[config.mk]
export PLATFORM = sky130hd
export DESIGN_NAME = bel_back
export DESIGN_NICKNAME = d
export VERILOG_FILES = /design/src/hdl/bel_pkg.sv /design/src/hdl/bel_back.sv
export SDC_FILE = /design/constraint.sdc
export NUM_CORES = 2
export LEC_CHECK = 0
export BUFFER_PORTS_ARGS = -buffer_cell sky130_fd_sc_hd__buf_2
export CORE_MARGIN = 5
export CORE_UTILIZATION = 60
export CTS_CLUSTER_SIZE = 20
export DETAILED_ROUTE_END_ITERATION = 8
export PLACE_DENSITY = 0.78
export SLEW_MARGIN = 20
export SYNTH_ARGS = -nofsm -noshare
export SYNTH_HDL_FRONTEND = slang
export SYNTH_SLANG_ARGS = --single-unit
[constraint.sdc]
create_clock -name clk_i -period 15.14 [get_ports clk_i]
set_input_delay 3.028 -clock clk_i [delete_from_list [all_inputs] [get_ports clk_i]]
set_output_delay 3.028 -clock clk_i [all_outputs]
set_load 0.05 [all_outputs]
[src/hdl/bel_pkg.sv]
// Shared types and codes for the box edge line intersection core.
// No dependencies; used by every module of the block.
package bel_pkg;

  // Query kinds
  localparam logic [1:0] OP_LINE    = 2'd0;
  localparam logic [1:0] OP_SEGMENT = 2'd1;
  localparam logic [1:0] OP_RAY     = 2'd2;

  // Edge codes, visited in this order
  localparam logic [1:0] EDGE_BOTTOM = 2'd0;
  localparam logic [1:0] EDGE_RIGHT  = 2'd1;
  localparam logic [1:0] EDGE_TOP    = 2'd2;
  localparam logic [1:0] EDGE_LEFT   = 2'd3;

  // Configuration register indexes
  localparam logic [1:0] REG_LOW_X  = 2'd0;
  localparam logic [1:0] REG_LOW_Y  = 2'd1;
  localparam logic [1:0] REG_HIGH_X = 2'd2;
  localparam logic [1:0] REG_HIGH_Y = 2'd3;

  // One edge test, prepared by the front end
  typedef struct packed {
    logic               skip;   // edge cannot hit, no arithmetic needed
    logic               final_edge;
    logic               horiz;
    logic [1:0]         edge_idx;
    logic signed [31:0] level;
    logic signed [31:0] lo;
    logic signed [31:0] hi;
    logic signed [31:0] pb;
    logic signed [31:0] db;
    logic signed [32:0] num;    // sign-normalized level minus origin
    logic [31:0]        den;    // magnitude of direction on crossing axis
  } job_t;

  typedef struct packed {
    logic               hit;
    logic signed [31:0] point_x;
    logic signed [31:0] point_y;
    logic [1:0]         edge_idx;
    logic               last;
  } result_t;

endpackage

[src/hdl/bel_back.sv]
// Back end: products, range check, serial division, rounding, result queue.
// Depends on bel_pkg.
module bel_back (
  input  logic                clk_i,
  input  logic                rst_ni,
  input  logic                job_empty_i,
  output logic                job_pop_o,
  input  bel_pkg::job_t       job_i,
  output logic                empty,
  input  logic                pop,
  output logic                hit_o,
  output logic signed [31:0]  point_x_o,
  output logic signed [31:0]  point_y_o,
  output logic [1:0]          edge_index_o,
  output logic                last_o
);

  localparam logic [3:0] S_IDLE  = 4'd0;
  localparam logic [3:0] S_MA    = 4'd1;
  localparam logic [3:0] S_MB    = 4'd2;
  localparam logic [3:0] S_MC    = 4'd3;
  localparam logic [3:0] S_CK    = 4'd4;
  localparam logic [3:0] S_DIV   = 4'd5;
  localparam logic [3:0] S_RND   = 4'd6;
  localparam logic [3:0] S_FIN   = 4'd7;
  localparam logic [3:0] S_FLUSH = 4'd8;

  logic [3:0]          state_q, state_d;
  bel_pkg::job_t       job_q;
  logic signed [33:0]  mul_a, mul_b;
  logic signed [67:0]  prod_q, qq_q;
  logic [31:0]         rem_q, quo_q;
  logic [4:0]          div_cnt_q;
  logic                now_hit_q;
  bel_pkg::result_t    now_q, pend_q;
  logic                pend_v_q;

  logic [32:0]         trial;
  logic                up;
  logic signed [32:0]  v33;
  logic signed [31:0]  v;

  bel_pkg::result_t    oq_mem_q [2];
  logic                oq_wr_q, oq_rd_q;
  logic [1:0]          oq_cnt_q;
  logic                oq_push;
  bel_pkg::result_t    oq_data;
  bel_pkg::result_t    oq_head;

  assign job_pop_o = (state_q == S_IDLE) && !job_empty_i;

  // Select multiplier operands by step
  always_comb begin
    unique case (state_q)
      S_MA: begin
        mul_a = {{2{job_q.db[31]}}, job_q.db};
        mul_b = {job_q.num[32], job_q.num};
      end
      S_MB: begin
        mul_a = {{2{job_q.lo[31]}}, job_q.lo} - {{2{job_q.pb[31]}}, job_q.pb};
        mul_b = {2'b00, job_q.den};
      end
      default: begin
        mul_a = {{2{job_q.hi[31]}}, job_q.hi} - {{2{job_q.lo[31]}}, job_q.lo};
        mul_b = {2'b00, job_q.den};
      end
    endcase
  end

  // Division step, rounding and the along-edge coordinate
  always_comb begin
    trial = {rem_q, quo_q[31]} - {1'b0, job_q.den};
    up    = {rem_q, 1'b0} >= {1'b0, job_q.den};
    v33   = {job_q.lo[31], job_q.lo} + $signed({1'b0, quo_q}) + $signed({32'd0, up});
    v     = (v33 > $signed({job_q.hi[31], job_q.hi})) ? job_q.hi : v33[31:0];
  end

  // Decide what goes to the result queue
  always_comb begin
    oq_push = 1'b0;
    oq_data = pend_q;
    state_d = state_q;
    unique case (state_q)
      S_IDLE:  if (!job_empty_i) state_d = job_i.skip ? S_FIN : S_MA;
      S_MA:    state_d = S_MB;
      S_MB:    state_d = S_MC;
      S_MC:    state_d = S_CK;
      S_CK:    state_d = (!qq_q[67] && (qq_q <= prod_q)) ? S_DIV : S_FIN;
      S_DIV:   if (div_cnt_q == 5'd31) state_d = S_RND;
      S_RND:   state_d = S_FIN;
      S_FIN: begin
        if (now_hit_q && pend_v_q) begin
          if (!oq_cnt_q[1]) begin
            oq_push      = 1'b1;
            oq_data.last = 1'b0;
            state_d      = job_q.final_edge ? S_FLUSH : S_IDLE;
          end
        end else begin
          state_d = job_q.final_edge ? S_FLUSH : S_IDLE;
        end
      end
      S_FLUSH: begin
        if (!oq_cnt_q[1]) begin
          oq_push = 1'b1;
          if (pend_v_q) begin
            oq_data.last = 1'b1;
          end else begin
            oq_data = '{hit: 1'b0, point_x: '0, point_y: '0, edge_idx: bel_pkg::EDGE_BOTTOM,
                        last: 1'b1};
          end
          state_d = S_IDLE;
        end
      end
      default: state_d = S_IDLE;
    endcase
  end

  always_ff @(posedge clk_i or negedge rst_ni) begin
    if (!rst_ni) begin
      state_q  <= S_IDLE;
      pend_v_q <= 1'b0;
    end else begin
      state_q <= state_d;
      if (state_q == S_FIN && state_d != S_FIN && now_hit_q) pend_v_q <= 1'b1;
      if (state_q == S_FLUSH && oq_push) pend_v_q <= 1'b0;
    end
  end

  // Datapath registers
  always_ff @(posedge clk_i) begin
    prod_q <= mul_a * mul_b;
    unique case (state_q)
      S_IDLE: begin
        job_q     <= job_i;
        now_hit_q <= 1'b0;
      end
      S_MB: qq_q <= prod_q;
      S_MC: qq_q <= qq_q - prod_q;
      S_CK: begin
        rem_q     <= qq_q[63:32];
        quo_q     <= qq_q[31:0];
        div_cnt_q <= '0;
      end
      S_DIV: begin
        div_cnt_q <= div_cnt_q + 5'd1;
        if (!trial[32]) begin
          rem_q <= trial[31:0];
          quo_q <= {quo_q[30:0], 1'b1};
        end else begin
          rem_q <= {rem_q[30:0], quo_q[31]};
          quo_q <= {quo_q[30:0], 1'b0};
        end
      end
      S_RND: begin
        now_hit_q        <= 1'b1;
        now_q.hit        <= 1'b1;
        now_q.point_x    <= job_q.horiz ? v : job_q.level;
        now_q.point_y    <= job_q.horiz ? job_q.level : v;
        now_q.edge_idx   <= job_q.edge_idx;
        now_q.last       <= 1'b0;
      end
      S_FIN: if (state_d != S_FIN && now_hit_q) pend_q <= now_q;
      default: ;
    endcase
  end

  // Result queue
  assign empty   = (oq_cnt_q == 2'd0);
  assign oq_head = oq_mem_q[oq_rd_q];
  assign hit_o        = oq_head.hit;
  assign point_x_o    = oq_head.point_x;
  assign point_y_o    = oq_head.point_y;
  assign edge_index_o = oq_head.edge_idx;
  assign last_o       = oq_head.last;

  always_ff @(posedge clk_i or negedge rst_ni) begin
    if (!rst_ni) begin
      oq_wr_q  <= 1'b0;
      oq_rd_q  <= 1'b0;
      oq_cnt_q <= '0;
    end else begin
      if (oq_push) oq_wr_q <= ~oq_wr_q;
      if (pop && !empty) oq_rd_q <= ~oq_rd_q;
      oq_cnt_q <= oq_cnt_q + {1'b0, oq_push} - {1'b0, pop && !empty};
    end
  end

  always_ff @(posedge clk_i) begin
    if (oq_push) oq_mem_q[oq_wr_q] <= oq_data;
  end

endmodule

==> results.txt <==
status = finished, final reports clean
I/O Buffers = 303
Hold Buf Count CTS = 0
Die Area = 138,000 um^2
Die W = 371 um
I/O pin count = 304
Synthesized Nets = 9,809
Worst Setup End Kind = flip-flop
crit path max fanout = 24
post-DR vias/cell = 6.06
Final Hold Vio Count = 0
gr ovfl total = 0
DR vias = 60.0k
largest net degree at the start of global routing = 94
layout cells sized above 1 = 0.0978
post-CTS setup buffer count = 0
Worst-path clk slew = 0.06 ns
vias in the first global route = 61.6k
CTS root buf = clkbuf_16
All-Layer GR Usage = 0.375
xor/xnor cell area share of the yosys netlist = 0.0255
FF+latch count, synth = 712
H-tree Lvls = 3
top_reg_cell synth = edfxtp_1
most common cell in the synthesized netlist = inv_1
RSZ-0062 raised after global routing = false
initial drt markers = 6,606
register area share after synthesis = 0.264
Max-slew headroom = 0.249
placed instance area = 81,900 um^2
delay of the slowest cell on the worst path = 0.95 ns
CTS max path bufs = 3
Post-DRT Antenna Nets = 0
DIE HEIGHT = 371 um
clk_lat worst skew = 0.72 ns
first-pass GRT wire length = 381 mm
simple-gate area share of the yosys netlist = 0.117
min cycle time layout = 12.29 ns
Mapped Cells = 7,916
Num CTS Buffers = 77
Critical Path AT = 12.88 ns
CORE AREA = 130,000 um^2
Crit-path slowest cell = fa_1
Max Cap Viol = 0
nature of the critical path startpoint = flip-flop
CTS tree = yes
hpwl dp = 202 mm
max-slew violations = 0
Unique masters post-synth = 86
Top delay family on crit path = adder cells
Fmax = 81.3 MHz
FP Rows = 132
final instance area = 84,600 um^2
synth-to-layout area growth = 8.10%
post_cts resized = 0
multiplexer share of the synthesized area = 0.0227
initial antenna violation count = 16
Ys Warns = 0
Post-Route Skew = 0.0780 ns
complex-gate fraction of the synthesized area = 0.0997
drt pass-1 iters = 8
nets = 9,977
CP most frequent cell = fa_1
routed wire length = 256 mm
post-synth top area cell = fa_1
Routed wire per std cell = 25.8 um
synthesized cell area = 78,300 um^2
Mean Syn Cell Area = 9.89 um^2
critical path class = reg2reg
area share of the largest cell type after synthesis = 0.313
worst slew pin tran = 1.13 ns
DRC errors left = 0
Post-synth EDFFs = 635
Hold Crit Class = reg2reg
Synth Area in Adders = 0.383
FFs w/ async S/R, synth = 0.0126
Final setup viols = 0
initial core utilization = 0.604
Sink Count = 712
Worst Path Buf+Inv = 6
synth cell count leaders = inv_1 (1,500), fa_1 (1,224), nand2_1 (803), nor2_1 (802), edfxtp_1 (635)
largest family of logic cells by synthesized area = adder cells
ranking of synthesized cells by area = fa_1 (31%), edfxtp_1 (24%), inv_1 (7.2%)
TNS Setup = 0 ns
fin crit share = 0.812
CP required = 15.73 ns
Placer Congestion = 1.03
==> cell type report <==
cell class / count / area (um^2)
clock inverter: 50 / 582
inverter: 1501 / 5640
antenna: 13 / 32.5
timing repair buffer: 434 / 2510
tap: 1742 / 2180
sequential: 712 / 20700
multi-input combinational: 5358 / 51000
clock buffer: 93 / 2010
fill: 10140 / 45000
==> worst register-to-register path: cells and delay by family, from the launching register on <==
family | cells | cell delay [ns]
muxes | 1 | 0.25
buffers and inverters | 6 | 1.24
and+or+nand+nor | 2 | 0.74
adders and majority gates | 10 | 5.56
DFF | 1 | 0.43
AOI/OAI and AO/OA | 17 | 3.98
==> logic make-up after synthesis <==
| group | after synthesis |
|---|---|
| xor+xnor | 227 |
| compound gates | 1203 |
| mux | 159 |
| simple gates | 2110 |
| flops | 712 |
| fa+ha+maj | 1659 |
| buf+inv | 1846 |
==> metrics by stage <==
stage,hold slack (ns),instances,setup WS (ns),utilization
2_1_floorplan,0.400,7916,4.84,-
3_3_place_gp,0.401,9747,3.25,0.632
3_5_place_dp,0.405,9747,3.09,0.632
4_1_cts,0.416,9890,3.03,0.652
5_1_grt,0.424,9891,2.26,0.652
6_report,0.418,9903,2.85,0.653
==> sequential cells by signal (all words and copies together) (netlist names), 5 cells and up <==
| name | cells |
|---|---|
| div_cnt_q | 5 |
| job_q | 229 |
| now_q | 66 |
| oq_mem_q | 136 |
| pend_q | 66 |
| prod_q | 68 |
| qq_q | 68 |
| quo_q | 32 |
| rem_q | 32 |
==> placed cells by master (no fill, tap or decap), types with 51 or more instances in the layout <==
master,count
o21ai_0,259
clkbuf_16,77
nand2_1,802
ha_1,435
xor2_1,77
inv_1,1498
o21bai_1,51
edfxtp_1,635
a21o_1,181
nor2_1,795
nor2b_1,105
nand2b_1,64
dfxtp_1,68
a21oi_1,314
fa_1,1224
xnor2_1,149
buf_2,303
mux2_2,148
buf_4,130
nand4_1,62
nand3_1,65
==> path summary, 6_finish.rpt <==
check,slack (ns),end,cells past startpoint,startpoint
max in group asynchronous,12.78,oq_rd_q,1,rst_ni
hold reg to reg,0.42,pend_q[57],0,now_q[57]
setup / recovery,2.85,prod_q[65],36,job_q[170]
hold / removal,0.42,pend_q[57],0,now_q[57]
setup reg to reg,2.85,prod_q[65],36,job_q[170]
min in group asynchronous,2.17,oq_cnt_q[0],1,rst_ni
==> per-layer routing <==
layer	part of all wire	wire [um]	vias to the layer above	GRT usage
met4	0.073	18600	14	0.214
li1	-	-	25705	-
met3	0.13	34000	826	0.125
met1	0.37	93700	29776	0.484
met2	0.43	109000	3677	0.558
met5	0.00034	88	-	0
Power is not shown: default switching activity piles up to over one toggle a cycle in this logic, so the estimate is an artifact.
