`src/hdl/bel_pkg.sv`:
```
// Shared types and codes for the box edge line intersection core.
// No dependencies; used by every module of the block.
package bel_pkg;

  // Query kinds
  localparam logic [1:0] OP_LINE    = 2'd0;
  localparam logic [1:0] OP_SEGMENT = 2'd1;
  localparam logic [1:0] OP_RAY     = 2'd2;

  // Edge codes, visited in this order
  localparam logic [1:0] EDGE_BOTTOM = 2'd0;
  localparam logic [1:0] EDGE_RIGHT  = 2'd1;
  localparam logic [1:0] EDGE_TOP    = 2'd2;
  localparam logic [1:0] EDGE_LEFT   = 2'd3;

  // Configuration register indexes
  localparam logic [1:0] REG_LOW_X  = 2'd0;
  localparam logic [1:0] REG_LOW_Y  = 2'd1;
  localparam logic [1:0] REG_HIGH_X = 2'd2;
  localparam logic [1:0] REG_HIGH_Y = 2'd3;

  // One edge test, prepared by the front end
  typedef struct packed {
    logic               skip;   // edge cannot hit, no arithmetic needed
    logic               final_edge;
    logic               horiz;
    logic [1:0]         edge_idx;
    logic signed [31:0] level;
    logic signed [31:0] lo;
    logic signed [31:0] hi;
    logic signed [31:0] pb;
    logic signed [31:0] db;
    logic signed [32:0] num;    // sign-normalized level minus origin
    logic [31:0]        den;    // magnitude of direction on crossing axis
  } job_t;

  typedef struct packed {
    logic               hit;
    logic signed [31:0] point_x;
    logic signed [31:0] point_y;
    logic [1:0]         edge_idx;
    logic               last;
  } result_t;

endpackage

```
`src/hdl/bel_front.sv`:
```
// Front end: box registers, query capture and per-edge job setup.
// Depends on bel_pkg.
module bel_front (
  input  logic                  clk_i,
  input  logic                  rst_ni,
  input  logic                  cfg_valid_i,
  output logic                  cfg_ready_o,
  input  logic [1:0]            cfg_index_i,
  input  logic [31:0]           cfg_data_i,
  input  logic                  push,
  output logic                  full,
  input  logic [1:0]            operation_i,
  input  logic signed [31:0]    start_x_i,
  input  logic signed [31:0]    start_y_i,
  input  logic signed [31:0]    dir_x_i,
  input  logic signed [31:0]    dir_y_i,
  output logic                  job_push_o,
  input  logic                  job_full_i,
  output bel_pkg::job_t         job_o
);

  logic signed [31:0] low_x_q, low_y_q, high_x_q, high_y_q;
  logic               busy_q;
  logic [1:0]         cnt_q;
  logic [1:0]         op_q;
  logic signed [31:0] px_q, py_q, dx_q, dy_q;

  logic signed [31:0] lx, hx, ly, hy;
  logic               horiz;
  logic signed [31:0] pa, pb, da, db, level, lo, hi;
  logic signed [32:0] num_raw, num;
  logic [31:0]        den;
  logic               range_fail;

  assign cfg_ready_o = 1'b1;
  assign full        = busy_q;
  assign job_push_o  = busy_q && !job_full_i;

  // Write box corners
  always_ff @(posedge clk_i or negedge rst_ni) begin
    if (!rst_ni) begin
      low_x_q  <= '0;
      low_y_q  <= '0;
      high_x_q <= 32'sd65536;
      high_y_q <= 32'sd65536;
    end else if (cfg_valid_i) begin
      unique case (cfg_index_i)
        bel_pkg::REG_LOW_X:  low_x_q  <= cfg_data_i;
        bel_pkg::REG_LOW_Y:  low_y_q  <= cfg_data_i;
        bel_pkg::REG_HIGH_X: high_x_q <= cfg_data_i;
        bel_pkg::REG_HIGH_Y: high_y_q <= cfg_data_i;
        default: ;
      endcase
    end
  end

  // Capture a query, then issue one job per edge
  always_ff @(posedge clk_i or negedge rst_ni) begin
    if (!rst_ni) begin
      busy_q <= 1'b0;
      cnt_q  <= '0;
    end else if (!busy_q) begin
      if (push) begin
        busy_q <= 1'b1;
        cnt_q  <= '0;
      end
    end else if (job_push_o) begin
      cnt_q <= cnt_q + 2'd1;
      if (cnt_q == bel_pkg::EDGE_LEFT) begin
        busy_q <= 1'b0;
      end
    end
  end

  always_ff @(posedge clk_i) begin
    if (!busy_q && push) begin
      op_q <= operation_i;
      px_q <= start_x_i;
      py_q <= start_y_i;
      dx_q <= dir_x_i;
      dy_q <= dir_y_i;
    end
  end

  // Order corners and pick the edge geometry
  always_comb begin
    lx = (low_x_q < high_x_q) ? low_x_q : high_x_q;
    hx = (low_x_q < high_x_q) ? high_x_q : low_x_q;
    ly = (low_y_q < high_y_q) ? low_y_q : high_y_q;
    hy = (low_y_q < high_y_q) ? high_y_q : low_y_q;
    horiz = (cnt_q == bel_pkg::EDGE_BOTTOM) || (cnt_q == bel_pkg::EDGE_TOP);
    unique case (cnt_q)
      bel_pkg::EDGE_BOTTOM: level = ly;
      bel_pkg::EDGE_RIGHT:  level = hx;
      bel_pkg::EDGE_TOP:    level = hy;
      default:              level = lx;
    endcase
    pa = horiz ? py_q : px_q;
    pb = horiz ? px_q : py_q;
    da = horiz ? dy_q : dx_q;
    db = horiz ? dx_q : dy_q;
    lo = horiz ? lx : ly;
    hi = horiz ? hx : hy;
    // Normalize so the denominator is positive
    num_raw = {level[31], level} - {pa[31], pa};
    num     = da[31] ? -num_raw : num_raw;
    den     = da[31] ? (~da + 32'sd1) : da;
    case (op_q)
      bel_pkg::OP_SEGMENT: range_fail = num[32] || (num > $signed({1'b0, den}));
      bel_pkg::OP_RAY:     range_fail = num[32] || (num == '0);
      bel_pkg::OP_LINE:    range_fail = 1'b0;
      default:             range_fail = 1'b1;
    endcase
    job_o.skip       = (da == '0) || (hi == lo) || range_fail;
    job_o.final_edge = (cnt_q == bel_pkg::EDGE_LEFT);
    job_o.horiz      = horiz;
    job_o.edge_idx   = cnt_q;
    job_o.level      = level;
    job_o.lo         = lo;
    job_o.hi         = hi;
    job_o.pb         = pb;
    job_o.db         = db;
    job_o.num        = num;
    job_o.den        = den;
  end

endmodule

```
`config.mk`:
```
export PLATFORM = sky130hd
export DESIGN_NAME = bel_front
export DESIGN_NICKNAME = d
export VERILOG_FILES = /design/src/hdl/bel_pkg.sv /design/src/hdl/bel_front.sv
export SDC_FILE = /design/constraint.sdc
export NUM_CORES = 1
export LEC_CHECK = 0
export BUFFER_PORTS_ARGS = -buffer_cell sky130_fd_sc_hd__buf_2
export CAP_MARGIN = 30
export CORE_AREA = 2 2 266 268
export DETAILED_ROUTE_END_ITERATION = 7
export DIE_AREA = 0 0 268 270
export PLACE_DENSITY = 0.61
export SLEW_MARGIN = 30
export SYNTH_ARGS = -nofsm -noshare
export SYNTH_HDL_FRONTEND = slang
export SYNTH_SLANG_ARGS = --single-unit
```
`constraint.sdc`:
```
create_clock -name clk_i -period 11.4 [get_ports clk_i]
set_clock_uncertainty 0.05 [all_clocks]
set_input_delay 2.85 -clock clk_i [delete_from_list [all_inputs] [get_ports clk_i]]
set_output_delay 2.85 -clock clk_i [all_outputs]
set_load 0.1 [all_outputs]
```
==> results.json <==
{
  "status": "completed",
  "post-route-drc-count": 0,
  "flow.area_growth_from_synthesis_pct": 35.5,
  "max_freq_mhz": 89.5,
  "final-max-slew-violation-count": 0,
  "placeableCoreArea_um2": 69500,
  "numPlacedInstances": 3829,
  "synth.top_cells.by_area": "sky130_fd_sc_hd__edfxtp_1, sky130_fd_sc_hd__dfrtp_1, sky130_fd_sc_hd__ha_1",
  "timing.final.crit_period_ns": 11.17,
  "yosys_register_bits": 261,
  "drt-pass1-iter-count": 8,
  "crit_arrival_ns": 8.27,
  "rrSetupSlack_ns": 8.92,
  "via_per_inst": 5.26,
  "rsz0062_at_grt": "yes",
  "layout.area.seq_um2": 7190,
  "die_h_um": 270,
  "dpl-instance-area_um2": 26000,
  "io_buffer_count": 400,
  "yosys_top_cell_area_share_pct": 18.9,
  "cp_data_required_time_ns": 8.50,
  "grt.overflow.total": 0,
  "post_detailed_route_count_of_antenna_violating_nets": 0,
  "max_stage_delay_ns": 0.61,
  "clockBufferDepth": 3,
  "io_pins": 402,
  "final_util_pct": 40.2,
  "detail_route.iter0.violations": 1781,
  "crit_path_max_fanout": 16,
  "cts.reportedPaths.clkPinSlew_ns": 0.06,
  "synth_area_leader_cell": "sky130_fd_sc_hd__edfxtp_1",
  "detailedPlacementHpwl_mm": 64.1,
  "wire_per_inst_um": 21.1,
  "worst_path_max_delay_cell": "sky130_fd_sc_hd__or4_4",
  "setup-tns-final_ns": 0,
  "rows": 97,
  "syn_nets": 2668,
  "worst-slew-pin-transition_ns": 0.921,
  "timing.critical_path.to_type": "output port",
  "first_global_vias": 19800,
  "start_util_pct": 29.7,
  "hold_viol": 0,
  "critical_path_class": "reg2out",
  "cts_h_tree_lvls": 2,
  "final-instance-count-excl-fill": 3931,
  "die_x_um": 268,
  "yosys_warnings": 0,
  "dieArea_um2": 72400,
  "post-route-period-util_pct": 98.0,
  "start_kind": "register",
  "synth-edff-count": 130,
  "synth_async_sr_flop_share_pct": 50.2,
  "cts.sinks": 261,
  "fillers": 6953,
  "avgSynthCellArea_um2": 8.74,
  "grt_max_degree": 133,
  "number_of_antenna_violations_at_the_first_check_in_global_routing": 13,
  "ys_types": 93,
  "grt_first_pass_wirelength_mm": 123,
  "synth.yosys.seq_area_share_pct": 34.8,
  "r2r.worst_path.cells": 3,
  "tritoncts.num_buffers": 36,
  "worstSkewPairLatency_ns": 0.55,
  "top_flip_flop_cell_by_instance_count_after_synthesis": "sky130_fd_sc_hd__edfxtp_1",
  "hold_path.class": "reg2reg",
  "combined_area_of_the_multi_input_logic_cells_um2": 13400,
  "finalWeightedCongestion": 0.938,
  "number_of_vias_in_the_routed_layout": 20700,
  "hold-path-cell-count": 1,
  "design.final.nets": 3260,
  "cts.root.buffer_cell": "sky130_fd_sc_hd__clkbuf_16",
  "postCtsHoldBufs": 0,
  "drive_above_1_share_pct": 34.7,
  "timing.max_cap.violations": 0,
  "postLayoutCellArea_um2": 28000,
  "synthesized_instance_count": 2364,
  "tritoncts_clock_tree": "built",
  "route.final.wire_length_mm": 83.0,
  "timing.final.setup_violations": 0,
  "critical-path-top-cell-by-count": "sky130_fd_sc_hd__buf_4",
  "mappedNetlistArea_um2": 20700,
  "globalRouteTotalUtil_pct": 22.3,
  "timing.max_slew.rel_slack_pct": 38.1
}
[flip-flops by register name, summed over array words and instances, names as in the netlist]
signal / count
dx_q: 32
dy_q: 32
high_x_q: 32
high_y_q: 32
low_x_q: 32
low_y_q: 32
px_q: 32
py_q: 32
cnt_q: 2
op_q: 2
full: 1
[synthesized netlist by cell type, types with 5 or more instances]
cell type                   count
sky130_fd_sc_hd__a21o_1        33
sky130_fd_sc_hd__buf_2          6
sky130_fd_sc_hd__inv_1        122
sky130_fd_sc_hd__nor2b_1       15
sky130_fd_sc_hd__nor3_1        61
sky130_fd_sc_hd__and2_1        17
sky130_fd_sc_hd__xnor2_1       65
sky130_fd_sc_hd__a32oi_1       22
sky130_fd_sc_hd__nor4_1        14
sky130_fd_sc_hd__or4_1          9
sky130_fd_sc_hd__ha_1         134
sky130_fd_sc_hd__mux2i_1       70
sky130_fd_sc_hd__a221oi_1       7
sky130_fd_sc_hd__o31ai_1       13
sky130_fd_sc_hd__a21boi_0       6
sky130_fd_sc_hd__o22ai_1        8
sky130_fd_sc_hd__o21ai_0      143
sky130_fd_sc_hd__mux2_2       134
sky130_fd_sc_hd__a22oi_1        7
sky130_fd_sc_hd__a31oi_1       66
sky130_fd_sc_hd__a41oi_1        6
sky130_fd_sc_hd__o2111ai_1      6
sky130_fd_sc_hd__o211ai_1      13
sky130_fd_sc_hd__dfrtp_1      129
sky130_fd_sc_hd__nand4_1       35
sky130_fd_sc_hd__and4_1         9
sky130_fd_sc_hd__xor2_1        65
sky130_fd_sc_hd__a222oi_1      27
sky130_fd_sc_hd__nor2_1       127
sky130_fd_sc_hd__nand3b_1       5
sky130_fd_sc_hd__o21a_1        19
sky130_fd_sc_hd__clkbuf_1     102
sky130_fd_sc_hd__nand2b_1       8
sky130_fd_sc_hd__and3_1        11
sky130_fd_sc_hd__a21oi_1       99
sky130_fd_sc_hd__or2_2          9
sky130_fd_sc_hd__nand2_1      428
sky130_fd_sc_hd__or3_1         15
sky130_fd_sc_hd__nand3_1       40
sky130_fd_sc_hd__buf_1         24
sky130_fd_sc_hd__edfxtp_1     130
sky130_fd_sc_hd__a211oi_1      23
[worst paths after layout]
| kind | startpoint | endpoint |
|---|---|---|
| setup / recovery | low_y_q[20] | job_o[229] |
| setup reg to reg | full | dx_q[17] |
| min in group asynchronous | rst_ni | low_x_q[13] |
| max in group asynchronous | rst_ni | low_x_q[6] |
| hold / removal | high_y_q[23] | high_y_q[23] |
| hold reg to reg | high_y_q[23] | high_y_q[23] |
[kinds of logic after synthesis]
logic type               after synthesis  synth area share (%)
AO/OA/AOI/OAI                        550                  17.8
XOR/XNOR                             130                  5.51
adder cells (fa/ha/maj)              135                  8.21
buffers and inverters                261                  4.93
flip-flops                           261                  34.8
multiplexers                         204                  10.7
other                                  1                0.0182
AND/OR/NAND/NOR                      822                  18.1
[repair_timing]
action / in CTS / in global routing
resized for setup: 17 / 76
cloned: 1 / 0
pin swaps: 12 / 46
buffers inserted: 8 / 19
endpoints found under the setup margin: 1 / 1
[final cells by class]
class                      count  area share, %
sequential                   261           25.7
tap                          940           4.20
antenna                        9         0.0805
clock inverter                20          0.970
multi-input combinational   1843           47.9
clock buffer                  44           3.51
timing repair buffer         692           16.0
inverter                     122           1.65
[cell usage in the layout (no fill, tap or decap), types with 37 or more instances in the layout]
master / n
sky130_fd_sc_hd__nand2_1: 426
sky130_fd_sc_hd__buf_2: 387
sky130_fd_sc_hd__buf_4: 281
sky130_fd_sc_hd__mux2_2: 134
sky130_fd_sc_hd__edfxtp_1: 130
sky130_fd_sc_hd__nor2_1: 124
sky130_fd_sc_hd__dfrtp_1: 124
sky130_fd_sc_hd__ha_1: 116
sky130_fd_sc_hd__inv_1: 115
sky130_fd_sc_hd__o21ai_0: 108
sky130_fd_sc_hd__a21oi_1: 93
sky130_fd_sc_hd__mux2i_1: 69
sky130_fd_sc_hd__a31oi_1: 65
sky130_fd_sc_hd__nor3_1: 57
sky130_fd_sc_hd__xor2_1: 56
sky130_fd_sc_hd__xnor2_1: 47
sky130_fd_sc_hd__nand3_1: 39
sky130_fd_sc_hd__clkbuf_16: 37
[layer usage]
metal,vias to the layer above,GRT usage (%),share of wire (%)
met5,-,0,0.057
met4,8,8.47,4.0
met3,144,4.14,7.2
met2,801,35.0,45
met1,9925,30.2,44
li1,9809,-,-
[through the flow]
stage | worst slack [ns] | hold slack, ns
floorplan | -1.36 | 0.429
global placement | 0.317 | 0.437
detailed placement | 0.171 | 0.443
CTS | 0.0230 | 0.456
global route | -0.275 | 0.474
finish | 0.230 | 0.457
[worst max-delay path: cells and delay by family, from the launching register on]
| family | cells | cell delay, ns |
|---|---|---|
| AND/OR/NAND/NOR | 10 | 2.96 |
| AO/OA/AOI/OAI | 9 | 2.18 |
| buffers and inverters | 5 | 1.05 |
| adder cells (fa/ha/maj) | 2 | 0.68 |
| flip-flops | 1 | 0.45 |
| XOR/XNOR | 2 | 0.39 |
Power is left out: the tool's default activity adds up to more than one toggle a clock period on the data nets, which glitch-free logic cannot reach.
