**config.mk**
```make
export PLATFORM = sky130hd
export DESIGN_NAME = bel_jobq
export DESIGN_NICKNAME = d
export VERILOG_FILES = /design/src/hdl/bel_pkg.sv /design/src/hdl/bel_jobq.sv
export SDC_FILE = /design/constraint.sdc
export NUM_CORES = 1
export LEC_CHECK = 0
export ABC_CLOCK_PERIOD_IN_PS = 22800
export BUFFER_PORTS_ARGS = -buffer_cell sky130_fd_sc_hd__buf_2
export CORE_AREA = 2 2 181 183
export CTS_BUF_LIST = sky130_fd_sc_hd__clkbuf_8
export CTS_CLUSTER_SIZE = 8
export DETAILED_ROUTE_END_ITERATION = 6
export DIE_AREA = 0 0 183 185
export HOLD_SLACK_MARGIN = 0.15
export MAX_ROUTING_LAYER = met4
export PLACE_DENSITY_LB_ADDON = 0.2
export SYNTH_ARGS = -nofsm -noshare
export SYNTH_HDL_FRONTEND = slang
export SYNTH_SLANG_ARGS = --single-unit
```
**constraint.sdc**
```tcl
create_clock -name clk_i -period 22.8 [get_ports clk_i]
set_input_delay 2.28 -clock clk_i [delete_from_list [all_inputs] [get_ports clk_i]]
set_output_delay 2.28 -clock clk_i [all_outputs]
set_load 0.01 [all_outputs]
```
**src/hdl/bel_pkg.sv**
```systemverilog
// Shared types and codes for the box edge line intersection core.
// No dependencies; used by every module of the block.
package bel_pkg;

  // Query kinds
  localparam logic [1:0] OP_LINE    = 2'd0;
  localparam logic [1:0] OP_SEGMENT = 2'd1;
  localparam logic [1:0] OP_RAY     = 2'd2;

  // Edge codes, visited in this order
  localparam logic [1:0] EDGE_BOTTOM = 2'd0;
  localparam logic [1:0] EDGE_RIGHT  = 2'd1;
  localparam logic [1:0] EDGE_TOP    = 2'd2;
  localparam logic [1:0] EDGE_LEFT   = 2'd3;

  // Configuration register indexes
  localparam logic [1:0] REG_LOW_X  = 2'd0;
  localparam logic [1:0] REG_LOW_Y  = 2'd1;
  localparam logic [1:0] REG_HIGH_X = 2'd2;
  localparam logic [1:0] REG_HIGH_Y = 2'd3;

  // One edge test, prepared by the front end
  typedef struct packed {
    logic               skip;   // edge cannot hit, no arithmetic needed
    logic               final_edge;
    logic               horiz;
    logic [1:0]         edge_idx;
    logic signed [31:0] level;
    logic signed [31:0] lo;
    logic signed [31:0] hi;
    logic signed [31:0] pb;
    logic signed [31:0] db;
    logic signed [32:0] num;    // sign-normalized level minus origin
    logic [31:0]        den;    // magnitude of direction on crossing axis
  } job_t;

  typedef struct packed {
    logic               hit;
    logic signed [31:0] point_x;
    logic signed [31:0] point_y;
    logic [1:0]         edge_idx;
    logic               last;
  } result_t;

endpackage

```
**src/hdl/bel_jobq.sv**
```systemverilog
// Two-entry queue of edge jobs between the front and back ends.
// Depends on bel_pkg.
module bel_jobq (
  input  logic          clk_i,
  input  logic          rst_ni,
  input  logic          push_i,
  output logic          full_o,
  input  bel_pkg::job_t data_i,
  input  logic          pop_i,
  output logic          empty_o,
  output bel_pkg::job_t data_o
);

  bel_pkg::job_t mem_q [2];
  logic          wr_q, rd_q;
  logic [1:0]    cnt_q;

  assign full_o  = cnt_q[1];
  assign empty_o = (cnt_q == 2'd0);
  assign data_o  = mem_q[rd_q];

  // Advance pointers and count
  always_ff @(posedge clk_i or negedge rst_ni) begin
    if (!rst_ni) begin
      wr_q  <= 1'b0;
      rd_q  <= 1'b0;
      cnt_q <= '0;
    end else begin
      if (push_i) wr_q <= ~wr_q;
      if (pop_i)  rd_q <= ~rd_q;
      cnt_q <= cnt_q + {1'b0, push_i} - {1'b0, pop_i};
    end
  end

  always_ff @(posedge clk_i) begin
    if (push_i) mem_q[wr_q] <= data_i;
  end

endmodule

```
==> flow_metrics.py, run 1 <==
metrics = {
    "sta": {
        "worst_slack_ns": 16.63,
        "max_freq_mhz": 162.2,
        "hold_ws_ns": 0.5570,
        "tightest_slew_ns": 1.042,
        "rsz0062_at_grt": "false",
        "min_period_ns": 6.166,
        "setup_tns_ns": 0,
        "skew_ns": 0.01852,
        "min_period_over_period_pct": 27.05,
        "finalMaxSlewViolations": 0,
        "slew_headroom_pct": 30.51,
        "hold_viol_final": 0,
        "setup_viol": 0,
    },
    "yosys": {
        "yosysMostFrequentCell": "edfxtp_1",
        "syn_inst": 730,
        "syn_avg_cell_area_sq_um": 24.13,
        "synthesis.nets": 966,
        "synth-seq-area-share_pct": 78.98,
        "synth_area_leaders": "edfxtp_1 78%, mux2_4 16%, mux2_2 2.6%",
        "synth_top_area_share_pct": 78.41,
        "ys_types": 14,
        "synth_top_flop_cell": "edfxtp_1",
        "syn_area_sq_um": 17620,
        "synth_edf_count": 460,
        "ys.warnings.count": 0,
        "yosys-top-cells-count": "460 x edfxtp_1, 190 x mux2_4, 40 x mux2_2, 11 x buf_6, 11 x buf_8",
        "async_reset_ff_share_pct": 0.8621,
        "synth_top_area_cell": "edfxtp_1",
        "synth_seq_cells": 464,
    },
    "clock_tree": {
        "cts_buffers": 75,
        "clock_latency_ns": 0.58,
        "path_clk_slew_ns": 0.05,
        "cts_resized": 0,
        "cts_tree": "built",
        "holdBufCountCts": 0,
        "clock_sinks": 464,
        "htreeDepth": 3,
        "post-cts-setup-buffers": 0,
        "clk_path_buf_depth": 3,
        "root_buffer": "clkbuf_8",
    },
    "place": {
        "place_inst": 1584,
        "post-place-ws_ns": 17.17,
        "numPortBuffers": 465,
        "dpl_cell_area_sq_um": 20240,
        "gp_congestion": 0.8177,
        "dp_hpwl_mm": 24.47,
    },
    "global_route": {
        "grt-ovfl-total": 0,
        "grt_first_pass_wirelength_mm": 50.52,
        "antenna_found_initial": 11,
        "track_usage_pct": 21.00,
        "grt_pass1_vias": 8704,
        "grt_start_max_net_pins": 155,
    },
    "critical_path": {
        "worstSetupEndpointType": "primary output",
        "crit_path_start_kind": "flip-flop",
        "r2r_end": "mem_q[1][32]",
        "critical_path_class": "flip-flop to primary output",
        "r2r-start": "wr_q",
        "worstPathRequired_ns": 20.52,
        "arrival_ns": 3.89,
        "path_max_fanout": 120,
        "rr_worst_depth": 3,
        "crit_path_start": "rd_q",
        "worstPathCellList": "buf_12 -> buf_4 -> mux2_4 -> buf_2",
        "cp_slowest_stage_delay_ns": 1.12,
        "r2r_slack_ns": 19.84,
        "slowest_stage": "dfrtp_4",
    },
    "floorplanning": {
        "die_area_sq_um": 33860,
        "core_area_sq_um": 32040,
        "chipHeight_microns": 185,
        "io_pins": 466,
        "initial_core_util_pct": 54.98,
        "std_cell_rows": 66,
        "die_w_microns": 183,
    },
    "outcome": {
        "status": "finished, final reports clean",
    },
    "cells_and_area": {
        "regArea_sq_um": 13920,
        "final_cell_count_no_fill": 1721,
        "fillerInstances": 2179,
        "syn_to_final_growth_pct": 22.25,
        "finalNetCount": 1489,
        "multi_input_area_sq_um": 3396,
        "layout-drive-gt1-share_pct": 60.97,
        "final_area_sq_um": 21540,
    },
    "min_path": {
        "hold_path.startpoint": "wr_q",
        "whs_endpoint": "wr_q",
        "hold_class": "flip-flop to flip-flop",
        "hold_depth": 1,
    },
    "detailed_routing": {
        "drtPass1Iterations": 4,
        "drt-met1-wl_mm": 13.12,
        "final_antenna_net_count": 0,
        "drt_iter0_drc": 732,
        "wl_met2_mm": 17.93,
        "wl_met3_mm": 3.681,
        "wl_mm": 35.89,
        "top_layer_used": "met4",
        "vias_per_cell": 5.011,
        "vias": 8624,
        "route.detailed.drc": 0,
        "wl_per_cell_microns": 20.85,
    },
    "run": {
        "max-cap-violations": 0,
    },
    "power": {
        "vdd_ir_drop_max_mv": 0.1723,
        "p_leak_nw": 8.771,
        "p_per_area_nw_per_um2": 122.7,
    },
}
worst max-delay path: cells and delay by family (launching register included):
| family | cells | cell delay [ns] |
|---|---|---|
| multiplexers | 1 | 0.36 |
| flip-flops | 1 | 1.12 |
| buffers and inverters | 3 | 1.73 |
cells in the final DEF (no fill, tap or decap):
master      count
buf_2         465
edfxtp_1      460
mux2_4        190
clkbuf_8       79
mux2_2         40
inv_1          29
diode_2        14
clkinv_1        9
clkinv_2        7
buf_4           5
dfrtp_1         3
xor2_1          2
ha_1            2
buf_12          2
xor3_1          1
and2_4          1
nor2_1          1
nor2b_4         1
clkinvlp_4      1
dfrtp_4         1
power by group:
group | switching [mW] | internal [mW]
sequential | 0.0667 | 1.13
clock | 0.296 | 0.316
combinational | 0.407 | 0.421
total | 0.770 | 1.87
final cells by class:
type	instances	area share (%)
antenna	14	0.1627
timing repair buffer	472	11.17
clock inverter	44	0.8250
inverter	2	0.03486
clock buffer	79	5.049
sequential	464	64.62
tap	408	2.370
multi-input combinational	238	15.77
cells by family (layout without fill, tap and decap cells):
| family | after synthesis | after routing | share of synthesized area (%) |
|---|---|---|---|
| and+or+nand+nor | 3 | 3 | 0.09236 |
| adders and majority gates | 2 | 2 | 0.1420 |
| DFF | 464 | 464 | 78.98 |
| muxes | 230 | 230 | 18.75 |
| buffers and inverters | 28 | 597 | 1.797 |
| other | 0 | 14 | 0 |
| xor gates and xnor gates | 3 | 3 | 0.2344 |
worst max path at each step:
stage / endpoint / depth (start not counted)
final: data_o[66] / 4
after global routing: data_o[66] / 4
after CTS: data_o[66] / 4
after detailed placement: data_o[66] / 4
after global placement: data_o[191] / 4
after floorplan: mem_q[0][0] / 1
stage by stage:
| stage | util [%] | power (mW) |
|---|---|---|
| global route | 67.19 | 2.767 |
| global placement | 63.16 | 2.045 |
| finish | 67.21 | 2.643 |
| detailed placement | 63.16 | 2.058 |
| CTS | 67.10 | 2.677 |
| floorplan | - | 1.847 |
per-layer routing:
layer | up-vias | GRT usage (%)
met2 | 411 | 34.08
li1 | 3993 | -
met5 | - | -
met1 | 4150 | 23.09
met4 | 0 | 9.152
met3 | 70 | 8.356
state kept, by name (all words and copies together) (netlist names):
signal  cells
cnt_q       2
mem_q     460
rd_q        1
wr_q        1
No activity file was read; power rests on OpenSTA's default activity.
==> inputs of run 2 (changes only) <==
--- a/config.mk
+++ b/config.mk
@@ -5,13 +5,13 @@
 export SDC_FILE = /design/constraint.sdc
 export NUM_CORES = 1
 export LEC_CHECK = 0
-export ABC_CLOCK_PERIOD_IN_PS = 22800
+export ABC_AREA = 1
+export ABC_CLOCK_PERIOD_IN_PS = 5700
 export BUFFER_PORTS_ARGS = -buffer_cell sky130_fd_sc_hd__buf_2
-export CORE_AREA = 2 2 181 183
+export CORE_UTILIZATION = 54
 export CTS_BUF_LIST = sky130_fd_sc_hd__clkbuf_8
 export CTS_CLUSTER_SIZE = 8
 export DETAILED_ROUTE_END_ITERATION = 6
-export DIE_AREA = 0 0 183 185
 export HOLD_SLACK_MARGIN = 0.15
 export MAX_ROUTING_LAYER = met4
 export PLACE_DENSITY_LB_ADDON = 0.2
==> constraint.sdc (replaced) <==
create_clock -name clk_i -period 5.7 [get_ports clk_i]
set_input_delay 0.57 -clock clk_i [delete_from_list [all_inputs] [get_ports clk_i]]
set_output_delay 0.57 -clock clk_i [all_outputs]
set_load 0.01 [all_outputs]
==> run 2 against run 1 <==
  * Synthesized cell count rose by 68%
  * Wire length rose by 3.0%
  * Area after synthesis fell by 2.1%
  * Critical endpoint is now data_o[132]
  * Clock skew rose by 0.0025 ns
  * Sequential power rose to 4.0 times the previous value
  * Core utilization rose by 0.88 points
  * Power rose to 3.9 times the previous value
  * Critical path depth did not move
==> flow_metrics.py, run 2 <==
metrics = {
    "sta": {
        "setup_viol": 0,
        "slew_headroom_pct": 36.84,
        "finalMaxSlewViolations": 0,
        "skew_ns": 0.02100,
        "hold_viol_final": 0,
        "rsz0062_at_grt": "false",
        "tightest_slew_ns": 0.9474,
        "min_period_ns": 3.381,
        "worst_slack_ns": 2.319,
        "setup_tns_ns": 0,
        "min_period_over_period_pct": 59.32,
        "max_freq_mhz": 295.7,
    },
    "clock_tree": {
        "clk_path_buf_depth": 3,
        "cts_tree": "built",
        "htreeDepth": 3,
        "post-cts-setup-buffers": 0,
        "clock_latency_ns": 0.57,
        "path_clk_slew_ns": 0.06,
        "clock_sinks": 464,
        "root_buffer": "clkbuf_8",
        "cts_buffers": 73,
    },
    "critical_path": {
        "crit_path_start_kind": "flip-flop",
        "path_max_fanout": 218,
        "arrival_ns": 2.81,
        "critical_path_class": "flip-flop to primary output",
        "worstSetupEndpointType": "primary output",
        "worstPathRequired_ns": 5.13,
    },
    "floorplanning": {
        "chipHeight_microns": 180.7,
        "io_pins": 466,
        "initial_core_util_pct": 54.77,
        "core_area_sq_um": 31470,
        "die_area_sq_um": 32640,
        "die_w_microns": 180.7,
        "std_cell_rows": 65,
    },
    "yosys": {
        "synth_edf_count": 460,
        "synth_top_area_share_pct": 80.13,
        "synth_seq_cells": 464,
        "yosysMostFrequentCell": "edfxtp_1",
        "synth_top_area_cell": "edfxtp_1",
        "yosys-top-cells-count": "460 x edfxtp_1, 237 x inv_1, 236 x nand2_1, 128 x o21ai_0, 102 x o21ai_1",
        "ys_types": 15,
        "synthesis.nets": 1461,
        "ys.warnings.count": 0,
        "synth-seq-area-share_pct": 80.71,
        "syn_area_sq_um": 17240,
        "syn_avg_cell_area_sq_um": 14.07,
        "synth_top_flop_cell": "edfxtp_1",
        "async_reset_ff_share_pct": 0.8621,
        "syn_inst": 1225,
        "synth_area_leaders": "edfxtp_1 80%, inv_1 5.2%, nand2_1 5.1%",
    },
    "detailed_routing": {
        "drt_iter0_drc": 871,
        "wl_per_cell_microns": 16.69,
        "vias": 10710,
        "wl_mm": 36.97,
        "vias_per_cell": 4.834,
        "route.detailed.drc": 0,
        "final_antenna_net_count": 0,
        "drtPass1Iterations": 4,
    },
    "global_route": {
        "grt-ovfl-total": 0,
        "grt_start_max_net_pins": 219,
        "grt_pass1_vias": 10780,
        "grt_first_pass_wirelength_mm": 55.68,
        "antenna_found_initial": 18,
        "track_usage_pct": 23.20,
    },
    "power": {
        "power_mw": 10.20,
        "vdd_ir_drop_max_mv": 0.5961,
        "p_per_area_nw_per_um2": 476.0,
        "p_leak_nw": 9.263,
    },
    "cells_and_area": {
        "largestRegisters": "mem_q x460, cnt_q x2",
        "layout_common_cells": "465 x buf_2, 460 x edfxtp_1, 263 x inv_1",
        "final_area_sq_um": 21430,
        "syn_to_final_growth_pct": 24.31,
        "finalNetCount": 1991,
        "final_common_cell": "buf_2",
        "regMostFlops": "mem_q",
        "largest_register_ffs": 460,
        "layout-drive-gt1-share_pct": 30.81,
    },
    "place": {
        "numPortBuffers": 465,
        "post-place-ws_ns": 2.968,
        "gp_congestion": 0.7949,
        "dp_hpwl_mm": 23.94,
        "dpl_cell_area_sq_um": 19840,
    },
    "min_path": {
        "hold_class": "input port to flip-flop",
    },
    "run": {
        "max-cap-violations": 0,
    },
    "outcome": {
        "status": "finished, final reports clean",
    },
}
==> run 2: changes by cell type after synthesis, moves of 6 or more <==
cell / change
buf_6: -6
clkbuf_1: +13
buf_8: -11
mux2_2: -40
nand2_1: +236
o21ai_1: +102
mux2_4: -190
o21ai_0: +128
buf_4: +26
inv_1: +235
==> run 2: kinds of logic after synthesis <==
| group | Yosys count | share of synthesized area, % |
|---|---|---|
| xor gates and xnor gates | 2 | 0.1016 |
| buffers and inverters | 288 | 7.156 |
| DFF | 464 | 80.71 |
| adders and majority gates | 2 | 0.1451 |
| and+or+nand+nor | 239 | 5.211 |
| AOI/OAI and AO/OA | 230 | 6.677 |
==> run 2: final timing paths <==
| path | slack (ns) | cells after the start | startpoint | endpoint |
|---|---|---|---|---|
| max in group asynchronous | 5.21 | 2 | rst_ni | rd_q |
| worst min-delay path | 0.19 | 1 | data_i[223] | mem_q[1][223] |
| worst max-delay path | 2.32 | 4 | rd_q | data_o[132] |
| worst max register to register | 3.26 | 3 | wr_q | mem_q[0][123] |
| worst min register to register | 0.55 | 1 | wr_q | wr_q |
| min in group asynchronous | 0.35 | 2 | rst_ni | cnt_q[1] |
==> run 2: area by class of cell <==
| type | count | area, sq um |
|---|---|---|
| Fill cell | 2301 | 10040 |
| Tap cell | 402 | 503.0 |
| Timing Repair Buffer | 506 | 2773 |
| Sequential cell | 464 | 13920 |
| Clock buffer | 75 | 1032 |
| Clock inverter | 40 | 163.9 |
| Antenna cell | 18 | 45.04 |
| Inverter | 237 | 897.1 |
| Multi-Input combinational cell | 473 | 2100 |
==> run 2: where the power goes <==
group | total [mW] | internal [mW] | switching (mW)
clock | 2.38 | 1.20 | 1.18
combinational | 3.07 | 1.01 | 2.05
sequential | 4.75 | 4.53 | 0.221
==> run 2: worst max-delay path: stages (launching register included) <==
cell and delay (ns):
dfrtp_4 0.93, buf_12 0.54, nand2_1 0.10, o21ai_1 0.21, buf_2 0.20
==> run 2: what timing repair did <==
item,4_1_cts,5_1_grt
gates resized for setup,0,0
hold endpoints to repair,60,4
hold buffers,33,2
==> run 2: layer usage <==
metal / wire, microns / global-route usage, %
met5: 0 / -
met4: 1337 / 11.83
met3: 3723 / 8.448
met2: 18350 / 37.61
met1: 13560 / 25.06
==> run 2: stage by stage <==
| stage | util (%) | hold slack, ns | instances |
|---|---|---|---|
| 6_report | 68.09 | 0.1908 | 2215 |
| 5_1_grt | 68.09 | 0.1511 | 2215 |
| 4_1_cts | 67.88 | 0.1501 | 2195 |
| 3_5_place_dp | 63.03 | 0.3806 | 2047 |
| 3_3_place_gp | 63.03 | 0.3802 | 2047 |
| 2_1_floorplan | - | 0.2744 | 1225 |
==> inputs of run 3 (changes only) <==
--- a/config.mk
+++ b/config.mk
@@ -5,10 +5,10 @@
 export SDC_FILE = /design/constraint.sdc
 export NUM_CORES = 1
 export LEC_CHECK = 0
-export ABC_AREA = 1
-export ABC_CLOCK_PERIOD_IN_PS = 5700
+export ABC_AREA = 0
+export ABC_CLOCK_PERIOD_IN_PS = 3400
 export BUFFER_PORTS_ARGS = -buffer_cell sky130_fd_sc_hd__buf_2
-export CORE_UTILIZATION = 54
+export CORE_UTILIZATION = 55
 export CTS_BUF_LIST = sky130_fd_sc_hd__clkbuf_8
 export CTS_CLUSTER_SIZE = 8
 export DETAILED_ROUTE_END_ITERATION = 6
==> constraint.sdc (replaced) <==
create_clock -name clk_i -period 3.4 [get_ports clk_i]
set_input_delay 0.34 -clock clk_i [delete_from_list [all_inputs] [get_ports clk_i]]
set_output_delay 0.34 -clock clk_i [all_outputs]
set_load 0.01 [all_outputs]
==> run 3 against run 2 <==
  * Cell area is 12% higher
  * First-iteration DRC count decreased by 35%
  * Critical path type unchanged
  * Clock skew is 0.0058 ns lower
  * Core utilization up 8.1 points
  * Largest power group unchanged
  * Cell count fell by 12%
==> flow_metrics.py, run 3 (synthesis results as in run 1) <==
metrics = {
    "outcome": {
        "status": "finished, final reports clean",
    },
    "cells_and_area": {
        "regMostFlops": "mem_q",
        "layout_common_cells": "465 x buf_2, 460 x edfxtp_1, 234 x dlygate4sd3_1",
        "largestRegisters": "mem_q x460, cnt_q x2",
        "multi_input_area_sq_um": 3396,
        "fillerInstances": 1755,
        "finish.utilization_pct": 76.24,
        "final_common_cell": "buf_2",
        "layout-drive-gt1-share_pct": 51.91,
        "finalNetCount": 1732,
        "largest_register_ffs": 460,
        "syn_to_final_growth_pct": 36.56,
        "regArea_sq_um": 13920,
        "final_area_sq_um": 24060,
    },
    "sta": {
        "finalMaxSlewViolations": 0,
        "max_freq_mhz": 361.7,
        "setup_viol": 0,
        "min_period_over_period_pct": 81.31,
        "hold_viol_final": 0,
        "slew_headroom_pct": 48.29,
        "skew_ns": 0.01522,
        "hold_ws_ns": 0.4656,
        "rsz0062_at_grt": "false",
        "tightest_slew_ns": 0.7756,
        "min_period_ns": 2.764,
    },
    "place": {
        "gp_congestion": 0.7964,
        "dp_hpwl_mm": 24.58,
        "dpl_cell_area_sq_um": 20340,
        "numPortBuffers": 465,
    },
    "power": {
        "vdd_ir_drop_max_mv": 0.5649,
        "p_per_area_nw_per_um2": 766.1,
        "p_sw_share_pct": 29.56,
        "power_frac_comb_pct": 32.7,
        "power_frac_seq_pct": 43.3,
        "pwr-share-clk_pct": 24.0,
        "switching_power_mw": 5.448,
        "p_leak_nw": 9.834,
        "power_mw": 18.43,
        "internal_power_mw": 12.98,
    },
    "clock_tree": {
        "clock_sinks": 464,
        "cts_buffers": 76,
        "clock_latency_ns": 0.59,
        "clk_path_buf_depth": 3,
        "holdBufCountCts": 234,
        "post-cts-setup-buffers": 0,
        "cts_tree": "built",
        "cts_resized": 0,
        "htreeDepth": 3,
        "path_clk_slew_ns": 0.06,
        "root_buffer": "clkbuf_8",
    },
    "global_route": {
        "grt-ovfl-total": 0,
        "grt_start_max_net_pins": 128,
        "grt_first_pass_wirelength_mm": 59.06,
        "grt_pass1_vias": 10650,
        "track_usage_pct": 25.18,
        "antenna_found_initial": 5,
    },
    "critical_path": {
        "arrival_ns": 2.42,
        "worstSetupEndpointType": "primary output",
        "path_buf_inv": 2,
        "r2r_slack_ns": 1.60,
        "critical_path_class": "flip-flop to primary output",
        "path_max_fanout": 31,
        "cp_num_cells": 3,
        "cp_slowest_stage_delay_ns": 0.80,
        "crit_path_start_kind": "flip-flop",
        "slowest_stage": "dfrtp_4",
        "rr_worst_depth": 2,
        "critPathTopFamily": "flip-flops",
        "worstPathRequired_ns": 3.06,
        "worstPathCellList": "buf_4 -> mux2_4 -> buf_2",
    },
    "min_path": {
        "hold_depth": 2,
        "hold_class": "input port to flip-flop",
    },
    "detailed_routing": {
        "route.detailed.drc": 0,
        "vias_per_cell": 5.037,
        "wl_mm": 40.35,
        "wl_per_cell_microns": 20.67,
        "drtPass1Iterations": 5,
        "drt_iter0_drc": 569,
        "final_antenna_net_count": 0,
        "vias": 9832,
    },
    "floorplanning": {
        "chipHeight_microns": 181.0,
        "die_w_microns": 181.0,
        "std_cell_rows": 65,
        "io_pins": 466,
        "initial_core_util_pct": 55.82,
        "core_area_sq_um": 31560,
        "die_area_sq_um": 32750,
    },
    "run": {
        "max-cap-violations": 0,
    },
}
[run 3: cell count changes in the layout (fill, tap and decap cells not counted), sizes merged, moves of 2 or more]
cell / change
nand2: -236
inv: -234
mux2: +230
o21ai: -230
dlygate4sd3: +199
diode: -13
buf: +9
bufinv: +3
clkbuf: +3
clkinv: +3
clkinvlp: +2
[run 3: routing by layer]
metal  track usage [%]  vias to the layer above  part of all wire [%]
met5                 -                        -                     0
met1             26.41                     4837                    36
met3             7.720                       99                   7.7
met2             43.20                      437                    52
met4             12.10                        0                   3.6
li1                  -                     4459                     -
[run 3: power by group through the flow]
stage	clock network, mW	logic [mW]	registers [mW]
floorplan	0	4.12	8.01
detailed placement	0	5.78	8.08
finish	4.42	6.04	7.98
global route	4.77	6.35	8.06
CTS	4.50	6.03	7.97
global placement	0	5.75	8.01
[run 3: stage by stage]
stage	instances	setup TNS, ns	setup WS [ns]
2_1_floorplan	730	-266.83	-0.8601
3_5_place_dp	1586	0	1.253
5_1_grt	1952	0	0.5109
6_report	1952	0	0.6355
4_1_cts	1947	0	0.5807
3_3_place_gp	1586	0	1.272
[run 3: final cells by class]
cell class / count / area share, %
antenna: 5 / 0.05201
clock buffer: 78 / 4.462
clock inverter: 49 / 1.207
inverter: 2 / 0.03121
multi-input combinational: 238 / 14.12
sequential: 464 / 57.85
tap: 402 / 2.091
timing repair buffer: 714 / 20.19
[run 3: path summary, 6_finish.rpt]
path | startpoint | to
setup reg to reg | wr_q | mem_q[1][63]
setup / recovery | rd_q | data_o[130]
hold reg to reg | wr_q | wr_q
hold / removal | data_i[94] | mem_q[1][94]
min in group asynchronous | rst_ni | cnt_q[1]
max in group asynchronous | rst_ni | rd_q
